--- config.mk ---
export PLATFORM = sky130hd
export DESIGN_NAME = neighbor_table_oldest_evict
export DESIGN_NICKNAME = d
export VERILOG_FILES = /design/src/design/ntoe_pkg.sv /design/src/design/ntoe_cfg.sv /design/src/design/ntoe_front.sv /design/src/design/ntoe_cmdq.sv /design/src/design/ntoe_back.sv /design/src/design/neighbor_table_oldest_evict.sv
export SDC_FILE = /design/constraint.sdc
export NUM_CORES = 2
export LEC_CHECK = 0
export ABC_AREA = 1
export BUFFER_PORTS_ARGS = -buffer_cell sky130_fd_sc_hd__buf_2
export CORE_MARGIN = 1
export CORE_UTILIZATION = 61
export DETAILED_ROUTE_END_ITERATION = 12
export PLACE_DENSITY_LB_ADDON = 0.25
export SYNTH_ARGS = -nofsm -noshare
export SYNTH_HDL_FRONTEND = slang
export SYNTH_HIERARCHICAL = 1
export SYNTH_SLANG_ARGS = --single-unit
export TNS_END_PERCENT = 5
--- constraint.sdc ---
create_clock -name clk -period 10.7 [get_ports clk]
set_clock_uncertainty 0.1 [all_clocks]
set_input_delay 0.535 -clock clk [delete_from_list [all_inputs] [get_ports clk]]
set_output_delay 0.535 -clock clk [all_outputs]
set_load 0.01 [all_outputs]
--- src/design/ntoe_pkg.sv ---
// Package for the neighbor table: sizes, codes, register reset values and
// the word types that pass between the front end, command queue and back end.
// No dependencies.
package ntoe_pkg;

  // Table geometry
  localparam int TABLE_SLOTS = 16;
  localparam int SLOT_W      = (TABLE_SLOTS > 1) ? $clog2(TABLE_SLOTS) : 1;
  localparam int CNT_W       = $clog2(TABLE_SLOTS + 1);
  localparam int COUNT_OUT_W = 5;

  // Command queue between front and back end
  localparam int CMDQ_DEPTH = 2;
  localparam int CMDQ_PTR_W = (CMDQ_DEPTH > 1) ? $clog2(CMDQ_DEPTH) : 1;
  localparam int CMDQ_CNT_W = $clog2(CMDQ_DEPTH + 1);

  // Configuration port
  localparam int CFG_ADDR_W = 3;
  localparam int CFG_DATA_W = 32;
  localparam logic [31:0] MAX_AGE_RESET    = 32'd60;
  localparam logic [7:0]  DIRECT_TTL_RESET = 8'd3;

  // Result status codes
  localparam logic STATUS_OK   = 1'b0;
  localparam logic STATUS_MISS = 1'b1;

  typedef enum logic [1:0] {
    OP_UPDATE = 2'd0,
    OP_LOOKUP = 2'd1,
    OP_AGE    = 2'd2,
    OP_CLEAR  = 2'd3
  } op_t;

  typedef enum logic {
    REG_MAX_AGE    = 1'b0,
    REG_DIRECT_TTL = 1'b1
  } reg_idx_t;

  typedef enum logic [1:0] {
    ST_IDLE,
    ST_SCAN,
    ST_COMMIT
  } back_state_t;

  // Input word as it arrives
  typedef struct packed {
    logic [1:0]         command;
    logic [15:0]        node_id;
    logic signed [15:0] rssi;
    logic signed [7:0]  snr;
    logic [7:0]         ttl;
    logic [31:0]        now_seconds;
  } in_item_t;

  // Result word
  typedef struct packed {
    logic                   status;
    logic [15:0]            found_node_id;
    logic signed [15:0]     found_rssi;
    logic signed [7:0]      found_snr;
    logic                   found_direct;
    logic [31:0]            found_last_seen;
    logic                   evicted;
    logic [COUNT_OUT_W-1:0] removed_count;
    logic [COUNT_OUT_W-1:0] occupied_count;
  } out_item_t;

  // Classified command word held in the queue
  typedef struct packed {
    op_t                op;
    logic [15:0]        node;
    logic signed [15:0] rssi;
    logic signed [7:0]  snr;
    logic               heard_direct;
    logic [31:0]        now;
  } cmd_t;

  // Configuration register values
  typedef struct packed {
    logic [31:0] max_age;
    logic [7:0]  direct_ttl;
  } cfg_t;

endpackage

--- src/design/ntoe_cfg.sv ---
// APB-style configuration registers: max age and direct ttl.
// Depends on ntoe_pkg.
module ntoe_cfg import ntoe_pkg::*; (
  input  logic                  clk,
  input  logic                  rst_n,
  input  logic                  psel,
  input  logic                  penable,
  input  logic                  pwrite,
  input  logic [CFG_ADDR_W-1:0] paddr,
  input  logic [CFG_DATA_W-1:0] pwdata,
  output logic [CFG_DATA_W-1:0] prdata,
  output logic                  pready,
  output cfg_t                  cfg
);

  logic [31:0] max_age_r;
  logic [7:0]  direct_ttl_r;
  reg_idx_t    reg_sel;
  logic        wr_en;

  // Decode the word address
  assign reg_sel = reg_idx_t'(paddr[2]);
  assign wr_en   = psel & penable & pwrite;
  assign pready  = 1'b1;

  // Write registers on the access cycle
  always_ff @(posedge clk) begin
    if (!rst_n) begin
      max_age_r    <= MAX_AGE_RESET;
      direct_ttl_r <= DIRECT_TTL_RESET;
    end else if (wr_en) begin
      unique case (reg_sel)
        REG_MAX_AGE:    max_age_r    <= pwdata;
        REG_DIRECT_TTL: direct_ttl_r <= pwdata[7:0];
        default: ;
      endcase
    end
  end

  // Return the addressed register
  always_comb begin
    unique case (reg_sel)
      REG_MAX_AGE:    prdata = max_age_r;
      REG_DIRECT_TTL: prdata = {{(CFG_DATA_W-8){1'b0}}, direct_ttl_r};
      default:        prdata = '0;
    endcase
  end

  assign cfg.max_age    = max_age_r;
  assign cfg.direct_ttl = direct_ttl_r;

endmodule

--- src/design/ntoe_front.sv ---
// Front end: accepts input words, classifies the command and the direct flag,
// and hands classified commands to the command queue. Depends on ntoe_pkg.
module ntoe_front import ntoe_pkg::*; (
  input  logic     clk,
  input  logic     rst_n,
  input  logic     push,
  output logic     full,
  input  in_item_t in_data,
  input  cfg_t     cfg,
  output logic     q_push,
  output cmd_t     q_data,
  input  logic     q_full
);

  logic valid_r;
  logic valid_nxt;
  cmd_t item_r;
  cmd_t item_nxt;
  logic accept;

  // Hold the staged word until the queue takes it
  assign full      = valid_r & q_full;
  assign accept    = push & ~full;
  assign q_push    = valid_r & ~q_full;
  assign q_data    = item_r;
  assign valid_nxt = accept | (valid_r & q_full);

  // Classify the incoming word
  always_comb begin
    item_nxt.op           = op_t'(in_data.command);
    item_nxt.node         = in_data.node_id;
    item_nxt.rssi         = in_data.rssi;
    item_nxt.snr          = in_data.snr;
    item_nxt.heard_direct = (in_data.ttl == cfg.direct_ttl);
    item_nxt.now          = in_data.now_seconds;
  end

  always_ff @(posedge clk) begin
    if (!rst_n) begin
      valid_r <= 1'b0;
    end else begin
      valid_r <= valid_nxt;
    end
  end

  always_ff @(posedge clk) begin
    if (accept) begin
      item_r <= item_nxt;
    end
  end

endmodule

--- src/design/ntoe_cmdq.sv ---
// Short command queue that decouples the front end from the table back end.
// Depends on ntoe_pkg.
module ntoe_cmdq import ntoe_pkg::*; (
  input  logic clk,
  input  logic rst_n,
  input  logic push,
  input  cmd_t wr_data,
  output logic full,
  input  logic pop,
  output logic empty,
  output cmd_t rd_data
);

  cmd_t                  entry_r [CMDQ_DEPTH];
  logic [CMDQ_PTR_W-1:0] wr_ptr_r;
  logic [CMDQ_PTR_W-1:0] rd_ptr_r;
  logic [CMDQ_CNT_W-1:0] cnt_r;
  logic                  do_push;
  logic                  do_pop;

  assign full    = (cnt_r == CMDQ_CNT_W'(CMDQ_DEPTH));
  assign empty   = (cnt_r == '0);
  assign do_push = push & ~full;
  assign do_pop  = pop & ~empty;
  assign rd_data = entry_r[rd_ptr_r];

  // Advance pointers and fill count
  always_ff @(posedge clk) begin
    if (!rst_n) begin
      wr_ptr_r <= '0;
      rd_ptr_r <= '0;
      cnt_r    <= '0;
    end else begin
      if (do_push) begin
        wr_ptr_r <= wr_ptr_r + 1'b1;
      end
      if (do_pop) begin
        rd_ptr_r <= rd_ptr_r + 1'b1;
      end
      if (do_push && !do_pop) begin
        cnt_r <= cnt_r + 1'b1;
      end else if (do_pop && !do_push) begin
        cnt_r <= cnt_r - 1'b1;
      end
    end
  end

  // Store pushed words
  always_ff @(posedge clk) begin
    if (do_push) begin
      entry_r[wr_ptr_r] <= wr_data;
    end
  end

endmodule

--- src/design/ntoe_back.sv ---
// Back end: holds the neighbor table, scans it one slot per cycle for each
// command but a clear, commits the change and holds the result word. Depends on ntoe_pkg.
module ntoe_back import ntoe_pkg::*; (
  input  logic      clk,
  input  logic      rst_n,
  input  cfg_t      cfg,
  input  logic      q_empty,
  input  cmd_t      q_data,
  output logic      q_pop,
  output logic      empty,
  input  logic      pop,
  output out_item_t out_data
);

  // Table storage
  logic [TABLE_SLOTS-1:0] occ_r;
  logic [TABLE_SLOTS-1:0] occ_nxt;
  logic [15:0]            node_r   [TABLE_SLOTS];
  logic signed [15:0]     rssi_r   [TABLE_SLOTS];
  logic signed [7:0]      snr_r    [TABLE_SLOTS];
  logic                   direct_r [TABLE_SLOTS];
  logic [31:0]            seen_r   [TABLE_SLOTS];
  logic [CNT_W-1:0]       occ_cnt_r;
  logic [CNT_W-1:0]       occ_cnt_nxt;

  // Sequencer
  back_state_t state_r;
  back_state_t state_nxt;
  logic        start;
  logic        scan_en;
  logic        commit;

  // Per-command tracking
  cmd_t               cmd_r;
  logic [SLOT_W-1:0]  idx_r;
  logic               hit_r;
  logic [SLOT_W-1:0]  hit_idx_r;
  logic               free_r;
  logic [SLOT_W-1:0]  free_idx_r;
  logic [SLOT_W-1:0]  old_idx_r;
  logic [31:0]        old_seen_r;
  logic [CNT_W-1:0]   removed_r;
  logic [15:0]        found_node_r;
  logic signed [15:0] found_rssi_r;
  logic signed [7:0]  found_snr_r;
  logic               found_direct_r;
  logic [31:0]        found_seen_r;

  // Result register
  out_item_t res_r;
  out_item_t res_nxt;
  logic      res_valid_r;
  logic      res_valid_nxt;

  // Scan read port and derived flags
  logic              rd_occ;
  logic [15:0]       rd_node;
  logic [31:0]       rd_seen;
  logic              last;
  logic              slot_match;
  logic              age_hit;
  logic              older;
  logic [SLOT_W-1:0] wr_idx;
  logic              evict;

  assign rd_occ  = occ_r[idx_r];
  assign rd_node = node_r[idx_r];
  assign rd_seen = seen_r[idx_r];
  assign last    = (idx_r == SLOT_W'(TABLE_SLOTS - 1));

  assign slot_match = rd_occ && (rd_node == cmd_r.node);
  assign age_hit    = rd_occ && ((cmd_r.now - rd_seen) >= cfg.max_age);
  assign older      = (idx_r == '0) || (rd_seen < old_seen_r);

  // Pick the slot an update writes
  assign wr_idx = hit_r ? hit_idx_r : (free_r ? free_idx_r : old_idx_r);
  assign evict  = ~hit_r & ~free_r;

  // Next state
  always_comb begin
    state_nxt = state_r;
    unique case (state_r)
      ST_IDLE: begin
        if (!q_empty && !res_valid_r) begin
          state_nxt = (q_data.op == OP_CLEAR) ? ST_COMMIT : ST_SCAN;
        end
      end
      ST_SCAN: begin
        if (last) begin
          state_nxt = ST_COMMIT;
        end
      end
      ST_COMMIT: state_nxt = ST_IDLE;
      default:   state_nxt = ST_IDLE;
    endcase
  end

  // State outputs
  always_comb begin
    start   = 1'b0;
    scan_en = 1'b0;
    commit  = 1'b0;
    unique case (state_r)
      ST_IDLE:   start   = ~q_empty & ~res_valid_r;
      ST_SCAN:   scan_en = 1'b1;
      ST_COMMIT: commit  = 1'b1;
      default: ;
    endcase
  end

  assign q_pop = start;

  // Occupancy and count updates
  always_comb begin
    occ_nxt     = occ_r;
    occ_cnt_nxt = occ_cnt_r;
    if (scan_en && (cmd_r.op == OP_AGE) && age_hit) begin
      occ_nxt[idx_r] = 1'b0;
      occ_cnt_nxt    = occ_cnt_r - 1'b1;
    end
    if (commit) begin
      case (cmd_r.op)
        OP_UPDATE: begin
          if (!hit_r) begin
            occ_nxt[wr_idx] = 1'b1;
            if (free_r) begin
              occ_cnt_nxt = occ_cnt_r + 1'b1;
            end
          end
        end
        OP_CLEAR: begin
          occ_nxt     = '0;
          occ_cnt_nxt = '0;
        end
        default: ;
      endcase
    end
  end

  // Build the result word
  always_comb begin
    res_nxt                = '0;
    res_nxt.status         = STATUS_OK;
    res_nxt.occupied_count = COUNT_OUT_W'(occ_cnt_nxt);
    case (cmd_r.op)
      OP_UPDATE: res_nxt.evicted = evict;
      OP_LOOKUP: begin
        if (hit_r) begin
          res_nxt.found_node_id   = found_node_r;
          res_nxt.found_rssi      = found_rssi_r;
          res_nxt.found_snr       = found_snr_r;
          res_nxt.found_direct    = found_direct_r;
          res_nxt.found_last_seen = found_seen_r;
        end else begin
          res_nxt.status = STATUS_MISS;
        end
      end
      OP_AGE:  res_nxt.removed_count = COUNT_OUT_W'(removed_r);
      default: ;
    endcase
  end

  assign res_valid_nxt = commit | (res_valid_r & ~pop);
  assign empty         = ~res_valid_r;
  assign out_data      = res_r;

  // Control registers
  always_ff @(posedge clk) begin
    if (!rst_n) begin
      state_r     <= ST_IDLE;
      occ_r       <= '0;
      occ_cnt_r   <= '0;
      res_valid_r <= 1'b0;
    end else begin
      state_r     <= state_nxt;
      occ_r       <= occ_nxt;
      occ_cnt_r   <= occ_cnt_nxt;
      res_valid_r <= res_valid_nxt;
    end
  end

  // Latch the command and track matches, free slot, oldest slot, removals
  always_ff @(posedge clk) begin
    if (start) begin
      cmd_r     <= q_data;
      idx_r     <= '0;
      hit_r     <= 1'b0;
      free_r    <= 1'b0;
      removed_r <= '0;
    end else if (scan_en) begin
      if (!last) begin
        idx_r <= idx_r + 1'b1;
      end
      if (slot_match && !hit_r) begin
        hit_r          <= 1'b1;
        hit_idx_r      <= idx_r;
        found_node_r   <= rd_node;
        found_rssi_r   <= rssi_r[idx_r];
        found_snr_r    <= snr_r[idx_r];
        found_direct_r <= direct_r[idx_r];
        found_seen_r   <= rd_seen;
      end
      if (!rd_occ && !free_r) begin
        free_r     <= 1'b1;
        free_idx_r <= idx_r;
      end
      if (older) begin
        old_idx_r  <= idx_r;
        old_seen_r <= rd_seen;
      end
      if ((cmd_r.op == OP_AGE) && age_hit) begin
        removed_r <= removed_r + 1'b1;
      end
    end
  end

  // Write the chosen slot on an update
  always_ff @(posedge clk) begin
    if (commit && (cmd_r.op == OP_UPDATE)) begin
      rssi_r[wr_idx] <= cmd_r.rssi;
      snr_r[wr_idx]  <= cmd_r.snr;
      seen_r[wr_idx] <= cmd_r.now;
      if (hit_r) begin
        if (cmd_r.heard_direct) begin
          direct_r[wr_idx] <= 1'b1;
        end
      end else begin
        node_r[wr_idx]   <= cmd_r.node;
        direct_r[wr_idx] <= cmd_r.heard_direct;
      end
    end
  end

  // Hold the result until popped
  always_ff @(posedge clk) begin
    if (commit) begin
      res_r <= res_nxt;
    end
  end

endmodule

--- src/design/neighbor_table_oldest_evict.sv ---
// Neighbor table with oldest-entry eviction and aging.
// An accepted word is staged in the front end and queued; the back end then
// scans the table one slot per cycle and commits, but a clear skips the scan.
// Words queue while it works; it starts the next once the result is popped.
// Reset empties the table at once and restores max age 60, direct ttl 3.
module neighbor_table_oldest_evict import ntoe_pkg::*; (
  input  logic                  clk,
  input  logic                  rst_n,
  input  logic                  push,
  output logic                  full,
  input  in_item_t              in_data,
  input  logic                  pop,
  output logic                  empty,
  output out_item_t             out_data,
  input  logic                  psel,
  input  logic                  penable,
  input  logic                  pwrite,
  input  logic [CFG_ADDR_W-1:0] paddr,
  input  logic [CFG_DATA_W-1:0] pwdata,
  output logic [CFG_DATA_W-1:0] prdata,
  output logic                  pready
);

  cfg_t cfg;
  logic q_push;
  logic q_full;
  cmd_t q_wr_data;
  logic q_pop;
  logic q_empty;
  cmd_t q_rd_data;

  // Configuration registers
  ntoe_cfg u_cfg (
    .clk     (clk),
    .rst_n   (rst_n),
    .psel    (psel),
    .penable (penable),
    .pwrite  (pwrite),
    .paddr   (paddr),
    .pwdata  (pwdata),
    .prdata  (prdata),
    .pready  (pready),
    .cfg     (cfg)
  );

  // Accept and classify
  ntoe_front u_front (
    .clk     (clk),
    .rst_n   (rst_n),
    .push    (push),
    .full    (full),
    .in_data (in_data),
    .cfg     (cfg),
    .q_push  (q_push),
    .q_data  (q_wr_data),
    .q_full  (q_full)
  );

  // Decoupling queue
  ntoe_cmdq u_cmdq (
    .clk     (clk),
    .rst_n   (rst_n),
    .push    (q_push),
    .wr_data (q_wr_data),
    .full    (q_full),
    .pop     (q_pop),
    .empty   (q_empty),
    .rd_data (q_rd_data)
  );

  // Table scan and commit
  ntoe_back u_back (
    .clk      (clk),
    .rst_n    (rst_n),
    .cfg      (cfg),
    .q_empty  (q_empty),
    .q_data   (q_rd_data),
    .q_pop    (q_pop),
    .empty    (empty),
    .pop      (pop),
    .out_data (out_data)
  );

endmodule
Yosys cells after proc, flatten, opt, wreduce, memory -nomap -nowiden --
Memories as Yosys holds them, arrays and structs flattened. A register that Yosys moved wholly into a read port is not among the register bits. Index checks and enable logic that the tools add are counted.
Word-level totals: output and inout port bits 120, memory bits (writable) 1318, bits of input ports 124, memories kept 6, register bits after elaboration 407, word-level logic and storage cells 182
Memory list:
- u_back.seen_r | words 16, bits a word 32, read ports 1, clocked after memory_dff 1, write ports 1, line ntoe_back.sv:22 | logic [31:0] seen_r [TABLE_SLOTS];
- u_back.node_r | words 16, bits a word 16, read ports 1, clocked after memory_dff 1, write ports 1, line ntoe_back.sv:18 | logic [15:0] node_r [TABLE_SLOTS];
- u_back.rssi_r | words 16, bits a word 16, read ports 1, clocked after memory_dff 1, write ports 1, line ntoe_back.sv:19 | logic signed [15:0] rssi_r [TABLE_SLOTS];
- u_cmdq.entry_r | words 2, bits a word 75, read ports 1, clocked after memory_dff 1, write ports 1, line ntoe_cmdq.sv:14 | cmd_t entry_r [CMDQ_DEPTH];
- u_back.snr_r | words 16, bits a word 8, read ports 1, clocked after memory_dff 1, write ports 1, line ntoe_back.sv:20 | logic signed [7:0] snr_r [TABLE_SLOTS];
- u_back.direct_r | words 16, bits a word 1, read ports 1, clocked after memory_dff 1, write ports 1, line ntoe_back.sv:21 | logic direct_r [TABLE_SLOTS];
Cells by class: muxes and demuxes 45, reduce and logical (&&, ||, !) cells 37, bitwise operators 26, $add $sub $neg 9, equality and inequality tests 12, order comparisons 6
Operator list (count):
- $pmux W32 S2 | 1
- $mux W16 | 3
- $ge A32 B32 Y1 | 1
- $lt A32 B32 Y1 | 1
- $pmux W16 S2 | 1
- $sub A32 B32 Y32 | 1
- $mux W4 | 6
- $mux W1 | 20
- $mux W5 | 4
- $and A16 B16 Y16 | 1
- $eq A16 B16 Y1 | 1
- $not A16 Y16 | 1
- $or A16 B16 Y16 | 1
- $reduce_and A2 Y1 | 8
- $logic_and A1 B1 Y1 | 13
- $add A5 B1 Y5 const B | 2
- $and A1 B1 Y1 | 10
- $eq A2 B2 Y1 const B | 5
- $lt A4 B5 Y1 const B | 2
- $mux W2 | 5
- $not A1 Y1 | 10
- $pmux W5 S2 | 1
- $reduce_and A3 Y1 | 3
- $demux W1 S4 | 2
- other kinds (18) | 32

Logic depth before layout (Yosys ltp) --
word-level depth 11, depth in mapped cells 38, mapped depth without buffers 35

Modules after synthesis --
The synthesis kept the hierarchy.
Modules (own cells, without submodules):
- ntoe_back | instances 1, cells an instance 4660, sequential area each 44172.4 um2, area each 60077.6 um2
- ntoe_cmdq | instances 1, cells an instance 271, sequential area each 4604.4 um2, area each 5855.6 um2
- ntoe_front | instances 1, cells an instance 127, sequential area each 2272.2 um2, area each 2467.4 um2
- ntoe_cfg | instances 1, cells an instance 327, sequential area each 800.8 um2, area each 1949.4 um2

Worst setup path before layout --
No wires, ideal clock.
path type reg2reg, start register u_back.state_r[1], end memory u_back.rssi_r[9][0] (enable), path slack 2.837 ns, arrival time 7.293 ns, required time 10.130 ns, setup time 0.470 ns, stages on the path, launching flop included 8, buffers on the path 1, clock period less this slack 7.863 ns, path through dfxtp_1 -> inv_1 -> nor2_1 -> inv_1 -> nor2_1 -> inv_2 -> clkbuf_1 -> nor2_1
On the way: longest elaborated chain between the ends 5
Ends and longest elaborated chain:
- start: declaration | line ntoe_back.sv:27 | back_state_t state_r;
- start signal: assignment | line ntoe_back.sv:175 | state_r <= state_nxt;
- $eq A2 B2 Y1 | line ntoe_back.sv:103 | unique case (state_r)
- $mux W1 | line ntoe_back.sv:103
- $logic_and A1 B1 Y1 | line ntoe_back.sv:219 | if (commit && (cmd_r.op == OP_UPDATE)) begin
- $mux W1 | line ntoe_back.sv:219
- $mux W1 (not written as such) | line ntoe_back.sv:220 | rssi_r[wr_idx] <= cmd_r.rssi;
- end: declaration | line ntoe_back.sv:19
No other way between the ends.

==> results.txt <==
Synth Cell Area -> 70,300 µm²
Synth Net Count -> 5,616
post-route ant nets -> 0
pre-CTS setup slack -> 2.94 ns
final net count -> 5,940
DR vias -> 44,600
clk_lat worst skew -> 0.78 ns
Slowest cell on crit path -> buf_4
H-tree Lvls -> 4
DP HPWL -> 94.3 mm
area of the multi-input gates -> 15,800 µm²
Hold Vio Cnt, Final -> 0
first-pass GRT wire length -> 256 mm
Setup crit start kind -> register
Setup CP Type -> register to register
CP Max Fanout -> 83
router iterations before antenna repair -> 6
average cell area after synthesis -> 13.1 µm²
Yosys top cell by area -> edfxtp_1
RSZ-0062 raised after global routing -> false
Yosys warning total -> 6
1st-iter DRT viols -> 5,723
number of vias per cell -> 6.06
Layout Cells excl Fill -> 7,365
Initial Utilization -> 0.615
Synth top area share -> 0.713
placed insts -> 6,939
fraction of layout cells with a size suffix above 1 -> 0.123
Power Dens Cells -> 271 nW/µm²
Final setup viols -> 0
post-synthesis register bit count -> 1,755
Tightest Pin Transition -> 1.23 ns
CTS tree -> yes
Fillers -> 7,614
Max stage delay on crit path -> 0.78 ns
Reg area -> 51,900 µm²
Synth Flop Type -> edfxtp_1
Max-Cap Viols -> 0
Final min period -> 7.99 ns
largest net degree at the start of global routing -> 185
status -> complete, no violations
Cell Rows -> 124
finished layout cell area -> 79,600 µm²
placed instance area -> 72,900 µm²
initial antenna violation count -> 2
CP Data Required Time -> 11.11 ns
cell mode on critical path -> nand2_1
synth top area cells -> edfxtp_1, nor2_1, o21ai_0
clock root cell -> clkbuf_16
Lkg Pwr -> 28.2 nW
sequential fraction of the synthesis area -> 0.737
GPL Wtd Cong -> 0.867
f_max -> 125 MHz
clk buf depth -> 3
GRT Total Usage -> 0.294
routed wire length -> 173 mm
post-synthesis async set-or-reset flop share -> 0
DR DRC count -> 0
Unique masters post-synth -> 51
Setup Fix Bufs, Post-CTS -> 0
count of pins over their slew limit -> 0
clock-pin transition on the worst setup and hold timing paths -> 0.06 ns
Critical Path AT -> 8.41 ns
fin crit share -> 0.747
die width -> 342 µm
Hold WC Path Type -> input pin to register
PortBufs -> 240
drt wl/cell -> 23.4 µm
VDD IR max -> 0.267 mV
worst hold slack -> 0.221 ns
clock tree sinks -> 1,755
synth-to-layout area growth -> 13.2%
GRT overflow -> 0
Critical Path End Type -> register
gate count of the mapped netlist -> 5,385
total CTS buffers -> 172
number of global-route vias before repair -> 43,100
die height -> 342 µm
DIE AREA -> 117,000 µm²
max_slew headroom -> 0.177
core area -> 114,000 µm²
Top Ports -> 244
EDFF count, synth -> 1,670
setup_tns -> 0 ns
PnR worst setup slack -> 2.71 ns
[area by class of cell]
class | instances | area share
Inverter | 390 | 0.0186
Antenna cell | 2 | 0.0000628
Clock buffer | 197 | 0.0558
Clock inverter | 119 | 0.0147
Tap cell | 1512 | 0.0238
Sequential cell | 1755 | 0.651
Timing Repair Buffer | 433 | 0.0370
Multi-Input combinational cell | 2957 | 0.199
[kinds of logic after synthesis]
family | count (synthesis) | synth area share
AND/OR/NAND/NOR | 1649 | 0.0932
XOR/XNOR | 40 | 0.00530
AO/OA/AOI/OAI | 1085 | 0.0902
adder cells (fa/ha/maj) | 107 | 0.0191
other | 1 | 0.0000533
multiplexers | 75 | 0.0147
flip-flops | 1755 | 0.737
buffers and inverters | 673 | 0.0404
[what timing repair did]
| item | CTS | global route |
|---|---|---|
| hold endpoints to repair | 115 | 0 |
| hold buffers | 108 | 0 |
| gates resized for setup | 0 | 0 |
[path summary, 6_finish.rpt]
kind / slack (ns) / to / startpoint / depth (start not counted)
worst max register to register: 2.71 / u_back/out_data[4]$_DFFE_PP_ / register / 29
worst min-delay path: 0.22 / u_cfg/direct_ttl_r[7]$_SDFFE_PN0P_ / penable / 5
worst min register to register: 0.34 / u_cmdq/entry_r[1][2]$_DFFE_PP_ / u_front/q_data[2]$_DFFE_PP_ / 0
worst max-delay path: 2.71 / u_back/out_data[4]$_DFFE_PP_ / register / 29
[placed cells by master, fill, tap and decap left out, types with 26 or more instances in the layout]
master and instances:
o221ai_1 128, xor2_1 26, mux2_4 50, dlygate4sd3_1 108, ha_1 106, nand2_1 473
nand4_1 41, clkinv_1 44, buf_2 240, edfxtp_1 1670, clkinv_2 32, a21oi_1 99
o211ai_1 57, inv_1 379, nor2_1 922, nand3_1 157, clkbuf_16 174, buf_4 83
o22ai_1 132, o21ai_0 594, dfxtp_1 78, o21ai_1 42
[stage by stage]
stage | power, mW | util
final | 21.6 | 0.697
after global routing | 22.6 | 0.696
after CTS | 21.5 | 0.696
after detailed placement | 15.5 | 0.638
after global placement | 15.3 | 0.638
after floorplan | 13.5 | -
[synth_stat cells, drive strengths merged, types with 65 or more instances]
master     n
o22ai    132
dfxtp     85
o211ai    65
edfxtp  1670
o221ai   128
nor2     948
o21ai    636
buf      100
ha       106
a21oi    101
mux2      75
nand2    481
clkbuf   183
nand3    158
inv      390
[where the power goes]
part	internal (mW)	total, mW	switching [mW]
registers	8.71	9.42	0.710
logic	1.95	6.19	4.23
clock network	3.45	5.98	2.53
total	14.1	21.6	7.47
[critical path: cells and delay by family (launching register included)]
| family | cells | cell delay (ns) |
|---|---|---|
| AND/OR/NAND/NOR | 12 | 2.40 |
| AO/OA/AOI/OAI | 10 | 1.95 |
| XOR/XNOR | 1 | 0.19 |
| buffers and inverters | 4 | 1.64 |
| adder cells (fa/ha/maj) | 2 | 0.68 |
| flip-flops | 1 | 0.69 |
[sequential cells by signal (all words and copies together) (netlist names), 16 cells and up, named ones only]
signal and flops:
u_back/cmd_r 75, u_back/direct_r 16, u_back/found_node_r 16, u_back/found_rssi_r 16
u_back/found_seen_r 32, u_back/node_r 256, u_back/occ_r 16, u_back/old_seen_r 32
u_back/out_data 85, u_back/rssi_r 256, u_back/seen_r 512, u_back/snr_r 128
u_cfg/max_age_r 32, u_cmdq/entry_r 150, u_front/q_data 75
[metal layers]
layer / GRT usage / part of all wire
met2: 0.459 / 0.46
met5: 0 / 0
met4: 0.109 / 0.032
met3: 0.0454 / 0.10
met1: 0.422 / 0.40
No activity file was read; power rests on OpenSTA's default activity.
